**src/hdl/rgb_to_hsv_macros.svh**
```systemverilog
// Assertion macros shared by the color conversion RTL.
// Needs no other file; the asserting modules take it by include.
`ifndef RGB_TO_HSV_MACROS_SVH
`define RGB_TO_HSV_MACROS_SVH

// Checked at every clock edge outside reset.
`define R2H_ASSERT(name, prop, msg) \
   name: assert property (@(posedge clock) disable iff (reset) (prop)) else $error(msg);

// Checked at every clock edge, reset included.
`define R2H_ASSERT_ALWAYS(name, prop, msg) \
   name: assert property (@(posedge clock) (prop)) else $error(msg);

`endif

```
**src/hdl/r2h_pkg.sv**
```systemverilog
// Types shared by the RGB to HSV conversion block.
// Has no dependencies; rgb_to_hsv.sv refers to it by scoped names.
`default_nettype none

package r2h_pkg;

   // Which channel is the largest; ties go red, then green, then blue.
   typedef enum logic [1:0] {
      SECT_RED,
      SECT_GREEN,
      SECT_BLUE
   } sector_type;

endpackage

`default_nettype wire

```
**src/hdl/rgb_to_hsv.sv**
```systemverilog
// RGBA to HSVA pixel conversion: a compare prologue and two pipelined dividers.
// Depends on r2h_pkg.sv and rgb_to_hsv_macros.svh.
//
//   channel | direction | handshake              | payload
//   --------+-----------+------------------------+-------------------------------
//   req_    | in        | req_tvalid/req_tready  | red, green, blue, alpha
//   rsp_    | out       | rsp_tvalid/rsp_tready  | hue, saturation, value, alpha_out
//
// One pixel may enter every clock cycle. Three stages find max, min, chroma and the hue
// numerator, then each divider stage resolves one quotient bit of hue, of saturation,
// or of both.
// The whole pipeline advances together whenever the output register is empty or
// being taken, so a stall at rsp_ freezes every stage and req_tready drops.
// Reset (synchronous) clears the valid bits only; data registers are not reset.
`default_nettype none
`include "rgb_to_hsv_macros.svh"

module rgb_to_hsv #(
   parameter int CHANNEL_BITS = 8,
   parameter int HUE_BITS     = 16,
   localparam int REQ_W = ((4 * CHANNEL_BITS + 7) / 8) * 8,
   localparam int RSP_W = ((HUE_BITS + 3 * CHANNEL_BITS + 7) / 8) * 8
) (
   input  wire logic             clock,
   input  wire logic             reset,
   input  wire logic             req_tvalid,
   output logic                  req_tready,
   // red, green, blue, alpha (CHANNEL_BITS each), zero padded
   input  wire logic [REQ_W-1:0] req_tdata,
   output logic                  rsp_tvalid,
   input  wire logic             rsp_tready,
   // hue (HUE_BITS), saturation, value, alpha_out (CHANNEL_BITS each), zero padded
   output logic [RSP_W-1:0]      rsp_tdata
);

   localparam int C         = CHANNEL_BITS;
   localparam int H         = HUE_BITS;
   localparam int HD_W      = C + 3;
   localparam int DIV_STEPS = (H > C) ? H : C;

   logic adv;

   // Input field unpacking.
   logic [C-1:0] red, green, blue, alpha;
   assign red   = req_tdata[0 +: C];
   assign green = req_tdata[C +: C];
   assign blue  = req_tdata[2*C +: C];
   assign alpha = req_tdata[3*C +: C];

   // The pipeline moves as one whenever the output slot is free.
   assign adv        = !rsp_tvalid || rsp_tready;
   assign req_tready = adv;

   // ---------------- Stage 1: max, min, sector and channel difference.
   logic                s1_valid_ff;
   logic [C-1:0]        s1_mx_ff, s1_mx_in, s1_mn_ff, s1_mn_in, s1_alpha_ff;
   r2h_pkg::sector_type s1_sector_ff, s1_sector_in;
   logic signed [C:0]   s1_diff_ff, s1_diff_in;

   always_comb begin
      s1_mx_in = red;
      s1_mn_in = red;
      if (green > s1_mx_in) s1_mx_in = green;
      if (blue > s1_mx_in) s1_mx_in = blue;
      if (green < s1_mn_in) s1_mn_in = green;
      if (blue < s1_mn_in) s1_mn_in = blue;
      priority if (red >= green && red >= blue) begin
         s1_sector_in = r2h_pkg::SECT_RED;
         s1_diff_in   = $signed({1'b0, green}) - $signed({1'b0, blue});
      end else if (green >= blue) begin
         s1_sector_in = r2h_pkg::SECT_GREEN;
         s1_diff_in   = $signed({1'b0, blue}) - $signed({1'b0, red});
      end else begin
         s1_sector_in = r2h_pkg::SECT_BLUE;
         s1_diff_in   = $signed({1'b0, red}) - $signed({1'b0, green});
      end
   end

   always_ff @(posedge clock) begin
      if (reset) begin
         s1_valid_ff <= 1'b0;
      end else if (adv) begin
         s1_valid_ff <= req_tvalid;
      end
      if (adv) begin
         s1_mx_ff     <= s1_mx_in;
         s1_mn_ff     <= s1_mn_in;
         s1_sector_ff <= s1_sector_in;
         s1_diff_ff   <= s1_diff_in;
         s1_alpha_ff  <= alpha;
      end
   end

   // ---------------- Stage 2: chroma.
   logic                s2_valid_ff;
   logic [C-1:0]        s2_chroma_ff, s2_chroma_in, s2_mx_ff, s2_alpha_ff;
   r2h_pkg::sector_type s2_sector_ff;
   logic signed [C:0]   s2_diff_ff;

   assign s2_chroma_in = s1_mx_ff - s1_mn_ff;

   always_ff @(posedge clock) begin
      if (reset) begin
         s2_valid_ff <= 1'b0;
      end else if (adv) begin
         s2_valid_ff <= s1_valid_ff;
      end
      if (adv) begin
         s2_chroma_ff <= s2_chroma_in;
         s2_mx_ff     <= s1_mx_ff;
         s2_sector_ff <= s1_sector_ff;
         s2_diff_ff   <= s1_diff_ff;
         s2_alpha_ff  <= s1_alpha_ff;
      end
   end

   // ---------------- Stage 3: hue numerator, divisors and saturation dividend.
   logic              s3_valid_ff;
   logic [HD_W-1:0]   s3_num_ff, s3_num_in, s3_hdiv_ff, s3_hdiv_in;
   logic [C-1:0]      s3_srem_ff, s3_slo_ff, s3_sdiv_ff, s3_sdiv_in, s3_mx_ff, s3_alpha_ff;
   logic [HD_W-1:0]   six_c, sector_off, diff_ext;
   logic [2*C-1:0]    sat_dividend;

   always_comb begin
      six_c    = {s2_chroma_ff, 3'b000} - {2'b00, s2_chroma_ff, 1'b0};
      diff_ext = {{2{s2_diff_ff[C]}}, s2_diff_ff};
      unique case (s2_sector_ff)
         r2h_pkg::SECT_RED:   sector_off = s2_diff_ff[C] ? six_c : '0;
         r2h_pkg::SECT_GREEN: sector_off = {2'b00, s2_chroma_ff, 1'b0};
         r2h_pkg::SECT_BLUE:  sector_off = {1'b0, s2_chroma_ff, 2'b00};
         default:             sector_off = '0;
      endcase
      // The numerator always lands in 0 .. 6*chroma-1, so modular add is exact.
      s3_num_in  = sector_off + diff_ext;
      // A zero divisor only occurs with a zero dividend; one gives a zero quotient.
      s3_hdiv_in = (s2_chroma_ff == '0) ? HD_W'(1) : six_c;
      s3_sdiv_in = (s2_mx_ff == '0) ? C'(1) : s2_mx_ff;
      // chroma * (2^C - 1); its upper half is below the value, so C bits of quotient.
      sat_dividend = {s2_chroma_ff, {C{1'b0}}} - {{C{1'b0}}, s2_chroma_ff};
   end

   always_ff @(posedge clock) begin
      if (reset) begin
         s3_valid_ff <= 1'b0;
      end else if (adv) begin
         s3_valid_ff <= s2_valid_ff;
      end
      if (adv) begin
         s3_num_ff   <= s3_num_in;
         s3_hdiv_ff  <= s3_hdiv_in;
         s3_srem_ff  <= sat_dividend[2*C-1:C];
         s3_slo_ff   <= sat_dividend[C-1:0];
         s3_sdiv_ff  <= s3_sdiv_in;
         s3_mx_ff    <= s2_mx_ff;
         s3_alpha_ff <= s2_alpha_ff;
      end
   end

   // Divider stages: one quotient bit of each unfinished division per stage.
   logic [DIV_STEPS-1:0] dv_valid_ff;
   logic [HD_W-1:0]      dv_hrem_ff  [DIV_STEPS];
   logic [HD_W-1:0]      dv_hdiv_ff  [DIV_STEPS];
   logic [H-1:0]         dv_hq_ff    [DIV_STEPS];
   logic [C-1:0]         dv_srem_ff  [DIV_STEPS];
   logic [C-1:0]         dv_slo_ff   [DIV_STEPS];
   logic [C-1:0]         dv_sdiv_ff  [DIV_STEPS];
   logic [C-1:0]         dv_mx_ff    [DIV_STEPS];
   logic [C-1:0]         dv_alpha_ff [DIV_STEPS];

   for (genvar i = 0; i < DIV_STEPS; i++) begin : g_div
      logic            valid_prev;
      logic [HD_W-1:0] hrem_prev, hdiv_prev, hrem_in;
      logic [H-1:0]    hq_prev, hq_in;
      logic [C-1:0]    srem_prev, slo_prev, sdiv_prev, mx_prev, alpha_prev;
      logic [C-1:0]    srem_in, slo_in;
      logic [HD_W:0]   htrial;
      logic [C:0]      strial;

      if (i == 0) begin : g_first
         assign valid_prev = s3_valid_ff;
         assign hrem_prev  = s3_num_ff;
         assign hdiv_prev  = s3_hdiv_ff;
         assign hq_prev    = '0;
         assign srem_prev  = s3_srem_ff;
         assign slo_prev   = s3_slo_ff;
         assign sdiv_prev  = s3_sdiv_ff;
         assign mx_prev    = s3_mx_ff;
         assign alpha_prev = s3_alpha_ff;
      end else begin : g_next
         assign valid_prev = dv_valid_ff[i-1];
         assign hrem_prev  = dv_hrem_ff[i-1];
         assign hdiv_prev  = dv_hdiv_ff[i-1];
         assign hq_prev    = dv_hq_ff[i-1];
         assign srem_prev  = dv_srem_ff[i-1];
         assign slo_prev   = dv_slo_ff[i-1];
         assign sdiv_prev  = dv_sdiv_ff[i-1];
         assign mx_prev    = dv_mx_ff[i-1];
         assign alpha_prev = dv_alpha_ff[i-1];
      end

      assign htrial = {hrem_prev, 1'b0};
      assign strial = {srem_prev, slo_prev[C-1]};

      // Restoring step for hue; past the last hue bit the stage only carries data.
      always_comb begin
         hrem_in = hrem_prev;
         hq_in   = hq_prev;
         if (i < H) begin
            if (htrial >= {1'b0, hdiv_prev}) begin
               hrem_in = HD_W'(htrial - {1'b0, hdiv_prev});
               hq_in   = {hq_prev[H-2:0], 1'b1};
            end else begin
               hrem_in = htrial[HD_W-1:0];
               hq_in   = {hq_prev[H-2:0], 1'b0};
            end
         end
      end

      // Restoring step for saturation; quotient bits shift in behind the dividend.
      always_comb begin
         srem_in = srem_prev;
         slo_in  = slo_prev;
         if (i < C) begin
            if (strial >= {1'b0, sdiv_prev}) begin
               srem_in = C'(strial - {1'b0, sdiv_prev});
               slo_in  = {slo_prev[C-2:0], 1'b1};
            end else begin
               srem_in = strial[C-1:0];
               slo_in  = {slo_prev[C-2:0], 1'b0};
            end
         end
      end

      always_ff @(posedge clock) begin
         if (reset) begin
            dv_valid_ff[i] <= 1'b0;
         end else if (adv) begin
            dv_valid_ff[i] <= valid_prev;
         end
         if (adv) begin
            dv_hrem_ff[i]  <= hrem_in;
            dv_hdiv_ff[i]  <= hdiv_prev;
            dv_hq_ff[i]    <= hq_in;
            dv_srem_ff[i]  <= srem_in;
            dv_slo_ff[i]   <= slo_in;
            dv_sdiv_ff[i]  <= sdiv_prev;
            dv_mx_ff[i]    <= mx_prev;
            dv_alpha_ff[i] <= alpha_prev;
         end
      end
   end

   // ---------------- Result packing from the last divider stage.
   assign rsp_tvalid = dv_valid_ff[DIV_STEPS-1];

   always_comb begin
      rsp_tdata               = '0;
      rsp_tdata[0 +: H]       = dv_hq_ff[DIV_STEPS-1];
      rsp_tdata[H +: C]       = dv_slo_ff[DIV_STEPS-1];
      rsp_tdata[H + C +: C]   = dv_mx_ff[DIV_STEPS-1];
      rsp_tdata[H + 2*C +: C] = dv_alpha_ff[DIV_STEPS-1];
   end

   // ---------------- Assertions.
   `R2H_ASSERT_ALWAYS(a_reset_empties, $past(reset) |-> !rsp_tvalid, "output valid right after reset")
   `R2H_ASSERT(a_black_is_zero, rsp_tvalid && rsp_tdata[H + C +: C] == '0 |-> rsp_tdata[0 +: H + C] == '0, "black pixel with nonzero hue or saturation")
   `R2H_ASSERT(a_hue_rem_bound, dv_valid_ff[DIV_STEPS-1] |-> dv_hrem_ff[DIV_STEPS-1] < dv_hdiv_ff[DIV_STEPS-1], "hue remainder reached the divisor")
   `R2H_ASSERT(a_gray_numerator, s3_valid_ff && s3_hdiv_ff == HD_W'(1) |-> s3_num_ff == '0, "gray pixel with nonzero hue numerator")

endmodule

`default_nettype wire

```
**config.mk**
```make
export PLATFORM = sky130hd
export DESIGN_NAME = rgb_to_hsv
export DESIGN_NICKNAME = d
export VERILOG_FILES = /design/src/hdl/r2h_pkg.sv /design/src/hdl/rgb_to_hsv.sv
export VERILOG_INCLUDE_DIRS = /design/src /design/src/hdl
export SDC_FILE = /design/constraint.sdc
export NUM_CORES = 1
export LEC_CHECK = 0
export BUFFER_PORTS_ARGS = -buffer_cell sky130_fd_sc_hd__buf_2
export CORE_ASPECT_RATIO = 0.9
export CORE_MARGIN = 1
export CORE_UTILIZATION = 45
export DETAILED_ROUTE_END_ITERATION = 16
export PLACE_DENSITY_LB_ADDON = 0.25
export SETUP_SLACK_MARGIN = 0.2
export SLEW_MARGIN = 10
export SYNTH_ARGS = -nofsm -noshare
export SYNTH_HDL_FRONTEND = slang
export SYNTH_SLANG_ARGS = --single-unit
```
**constraint.sdc**
```tcl
create_clock -name clock -period 45.8 [get_ports clock]
set_input_delay 9.16 -clock clock [delete_from_list [all_inputs] [get_ports clock]]
set_output_delay 9.16 -clock clock [all_outputs]
set_load 0.02 [all_outputs]
```
Word-level counts from Yosys, hierarchy flattened
Memories as Yosys holds them, arrays and structs flattened.
Cells that the tools add are included.

word-level totals
  input bits = 36
  memory bits (writable) = 1248
  ROM bits = 0
  word-level logic and storage cells = 173
  memories = 8
  register bits after elaboration = 151
  output and inout port bits = 42
  bits in latches = 0

operators by class
  $lt $le $gt $ge = 31
  bitwise operators = 0
  multipliers = 0
  $add $sub $neg = 31
  eq/ne operators = 2
  shift-type cells = 0
  multiplexer cells = 59
  div/mod/pow operators = 0
  reductions and logical operators = 6

memory list
  memory           depth  width  read ports  clocked after memory_dff  wr ports  line               source
  dv_hq_ff         16     16     16          0                         16        rgb_to_hsv.sv:163  logic [H-1:0] dv_hq_ff [DIV_STEPS];
  dv_hdiv_ff       16     11     15          0                         16        rgb_to_hsv.sv:162  logic [HD_W-1:0] dv_hdiv_ff [DIV_STEPS];
  dv_hrem_ff       16     11     15          0                         16        rgb_to_hsv.sv:161  logic [HD_W-1:0] dv_hrem_ff [DIV_STEPS];
  dv_alpha_ff      16     8      16          0                         16        rgb_to_hsv.sv:168  logic [C-1:0] dv_alpha_ff [DIV_STEPS];
  dv_mx_ff         16     8      16          0                         16        rgb_to_hsv.sv:167  logic [C-1:0] dv_mx_ff [DIV_STEPS];
  dv_sdiv_ff       16     8      15          0                         16        rgb_to_hsv.sv:166  logic [C-1:0] dv_sdiv_ff [DIV_STEPS];
  2 more memories  --     --     --          --                        --        --

operators by type and width
  operator                                                          number
  12-bit by 11-bit greater-or-equal comparator with 1-bit output    16
  11-bit two-way mux                                                17
  11-bit subtractor                                                 16
  8-bit two-way mux                                                 12
  9-bit by 8-bit greater-or-equal comparator with 1-bit output      8
  8-bit subtractor                                                  9
  11-bit case mux with 3 select lines                               1
  8-bit by 8-bit subtractor with 9-bit output                       3
  1-bit two-way mux                                                 26
  8-bit greater-or-equal comparator                                 3
  9-bit two-way mux                                                 2
  8-bit > comparator                                                2
  8-bit zero test                                                   2
  8-bit < comparator                                                2
  16-bit by 8-bit subtractor with 16-bit output                     1
  11-bit adder                                                      1
  11-bit by 9-bit subtractor with 11-bit output                     1
  2-bit by 1-bit == test with 1-bit output (second input constant)  1
  2-bit == test (second input constant)                             1
  2-bit zero test                                                   1
  2-bit two-way mux                                                 1
  1-bit logical AND                                                 1
  1-bit zero test                                                   1
  1-bit logical OR                                                  1

Logic depth before layout (Yosys ltp)
  word-level depth = 4
  depth in mapped cells = 17
  mapped depth without buffers = 16

Least setup slack after synthesis
OpenSTA, ideal clock, no wires.

  path kind = input to output
  from = input port rsp_tready
  to = output port req_tready
  data required time = 36.640 ns
  buffers on the path = 1
  slack = -2.415 ns
  arrival = 39.055 ns
  stages on the path = 3
  cells stage by stage = nor2b_1 > clkinv_1 > clkbuf_1

on the way
  word-level cells in the longest chain between the ends = 1

RTL lines
  what              line              source
  start, declared   rgb_to_hsv.sv:31  input wire logic rsp_tready,
  1-bit logical OR  rgb_to_hsv.sv:51  assign adv = !rsp_tvalid || rsp_tready;
  end, declared     rgb_to_hsv.sv:27  output logic req_tready,

No other way between the ends.

Worst setup path in the final report
Same ends and word-level chain as after synthesis.

==> flow_summary.json <==
{
  "wl_per_cell_um": 14.4,
  "fin_tns_setup_ps": 0,
  "numClockSinks": 1113,
  "skew_ps": 37.5,
  "peakVddDrop_mv": 0.0408,
  "max_stage_delay_ps": 470,
  "dp_hpwl_um": 51400,
  "hold_violations": 0,
  "drc_errors": 0,
  "internal-power_uw": 2940,
  "synth-seq-cells": 1113,
  "synthArstFlopShare_pct": 0,
  "ys.flop_type": "edfxtp_1",
  "start_util_pct": 45.5,
  "syn_area_um2": 49800,
  "vias": 26300,
  "timing.rr.start": "rsp_tvalid",
  "drv_cap": 0,
  "synth-edff-count": 1094,
  "p_seq_share_pct": 40.7,
  "placementRows": 115,
  "hold_start": "dv_alpha_ff[1][20]",
  "layout_commonest_cell": "edfxtp_1",
  "cellLeakagePower_uw": 0.0218,
  "max_freq_mhz": 51.1,
  "whs_endpoint": "dv_alpha_ff[1][28]",
  "io_pins": 78,
  "crit_top_cell": "buf_2",
  "tightest_slew_ps": 1030,
  "reg2reg_slack_ps": 41040,
  "cts_inserted_buffers": 115,
  "swShare_pct": 33.4,
  "synth_seq_area_share_pct": 66.7,
  "wl_met1_um": 35400,
  "place.gp.congestion": 0.854,
  "grt_antenna_before_repair": 1,
  "first_iter_violations": 1564,
  "final_cell_mix": "edfxtp_1, inv_1, nor2_1",
  "critical_path_class": "input pin to primary output",
  "cts_max_level": 3,
  "grt_setup_unrepaired": "false",
  "via_per_inst": 4.98,
  "place_inst": 5070,
  "cts_setup_buffers": 0,
  "clock_path_buffers": 3,
  "cts_tree": "built",
  "cp-start-kind": "input pin",
  "die_h_um": 318,
  "cts_hold_buf": 0,
  "dieArea_um2": 112000,
  "cp.required_ps": 36640,
  "switchingPower_uw": 1480,
  "cts_resized": 0,
  "top_layer": "met4",
  "routed_wl_um": 76000,
  "clkTransAtPathRegs_ps": 60,
  "portBuffers": 77,
  "multi_input_area_um2": 14700,
  "die_x_um": 353,
  "slew_headroom_pct": 31.3,
  "finalMaxSlewViolations": 0,
  "p_comb_share_pct": 38.1,
  "crit_path_top_delay_cell": "inv_8",
  "period_minus_slack_ps": 19550,
  "grt_pass1_vias": 26000,
  "ys_warn_count": 0,
  "n_antenna_cell": 0,
  "critPathArrivalTime_ps": 10390,
  "setup_viol": 0,
  "final_cells": 5283,
  "status": "completed",
  "nets": 4089,
  "crit_fanout": 95,
  "finalCritPeriodShare_pct": 42.7,
  "cts_root_buf": "clkbuf_16",
  "core_area_um2": 109000,
  "r2r_cells": 7,
  "drtPass1Iterations": 5,
  "drive_gt1_share_pct": 9.92,
  "track_usage_pct": 13.6,
  "power.density_nw_per_um2": 79.4,
  "hold_depth": 0,
  "pwr-share-clk_pct": 21.2,
  "r2r-end": "dv_alpha_ff[1][12]",
  "syn_inst": 3597,
  "fillCellCount": 9084,
  "crit_chain": "buf_2 -> nor2b_1 -> buf_4 -> inv_8 -> buf_2",
  "route.met2.wl_um": 35800,
  "syn_nets": 3961,
  "grt_pass1_wl_um": 127000,
  "hp-class": "flip-flop to flip-flop",
  "route.met3.wl_um": 2870,
  "grt_max_degree": 176,
  "overflow": 0,
  "crit_path_end_kind": "primary output",
  "final_antenna_net_count": 0,
  "ff_latch_area_um2": 33200,
  "ys_types": 73,
  "syn_avg_cell_area_um2": 13.9,
  "clkLatencyLatePin_ps": 700,
  "area_growth_pct": 11.6
}
area by class of cell:
type | count | area share (%)
multi-input cells | 2017 | 26.4
clock buffers | 129 | 5.31
well taps | 1462 | 3.29
repair buffers | 97 | 1.01
clock inverters | 84 | 1.68
inverters | 381 | 2.58
flip-flops and latches | 1113 | 59.7
kinds of logic (layout without fill, tap and decap cells):
kind of cell	after synthesis	after routing	share of synthesized area [%]
fa+ha+maj	328	328	8.64
simple gates	776	776	7.41
mux	118	118	2.53
compound gates	631	631	7.98
xor+xnor	164	164	2.88
flops	1113	1113	66.7
buf+inv	467	691	3.87
Yosys cell counts (all sizes together) (4+ instances only):
cell       n  area share, %
o31ai     27           0.44
nand3     35           0.35
a21oi    242            2.4
o41ai      4          0.070
nor4       6          0.075
a22oi      4          0.060
nor2b     85            1.1
xnor2     71            1.2
a211oi    24           0.49
a21o      25           0.38
and2      15           0.19
mux2      63            1.4
nand4     36           0.45
ha       301            7.6
or2        4          0.050
mux2i     55            1.1
fa        27            1.1
and3       5          0.063
or3       16           0.20
edfxtp  1094             66
xor2      93            1.6
o21ai    134            1.4
a31oi     32           0.40
nor3b     16           0.24
nand2    124           0.94
o22ai     13           0.16
o211ai     5          0.085
clkbuf    32           0.24
buf       54           0.76
nor2     307            2.3
nand2b    48           0.60
a21boi    24           0.36
o221ai    13           0.29
a211o     13           0.23
inv      380            2.9
nor3      72           0.72
dfxtp     19           0.76
o21a      50           0.75
metal layers:
layer | track usage (%) | vias up
li1 | - | 13400
met1 | 18.1 | 12400
met2 | 22.4 | 380
met3 | 2.50 | 150
met4 | 4.65 | 0
met5 | 0 | -
stage by stage:
stage	hold WS (ps)	util [%]	worst slack (ps)	instance area, um2	power (uW)
CTS	394	50.8	26220	55600	4460
finish	400	50.8	26250	55600	4420
global placement	400	47.2	26220	51700	3450
global route	403	50.8	26150	55600	4750
floorplan	400	-	13490	49800	3130
detailed placement	405	47.2	26220	51700	3490
worst max path at each step:
stage                           from         end  slack, ps
after floorplan           rsp_tready  req_tready      13490
after detailed placement  rsp_tready  req_tready      26220
after global routing      rsp_tready  req_tready      26150
after global placement    rsp_tready  req_tready      26220
final                     rsp_tready  req_tready      26250
after CTS                 rsp_tready  req_tready      26220
power by group through the flow:
stage	logic (uW)	registers (uW)	clock network, uW
6_report	1680	1800	937
5_1_grt	1900	1840	1010
4_1_cts	1680	1800	970
3_5_place_dp	1670	1820	0
3_3_place_gp	1630	1810	0
2_1_floorplan	1380	1750	0
flip-flops by register name, summed over array words and instances, names as in the netlist, 11 cells and up:
register,cells
dv_hdiv_ff,165
dv_hrem_ff,165
dv_hq_ff,136
dv_alpha_ff,128
dv_mx_ff,128
dv_slo_ff,128
dv_sdiv_ff,56
dv_srem_ff,56
g_div.valid_prev,16
g_div.hdiv_prev,11
g_div.hrem_prev,11
worst max-delay path, delay by kind of cell:
family / cells / cell delay, ps
buffers and inverters: 4 / 1070
and+or+nand+nor: 1 / 40
No activity file was read; power rests on OpenSTA's default activity.
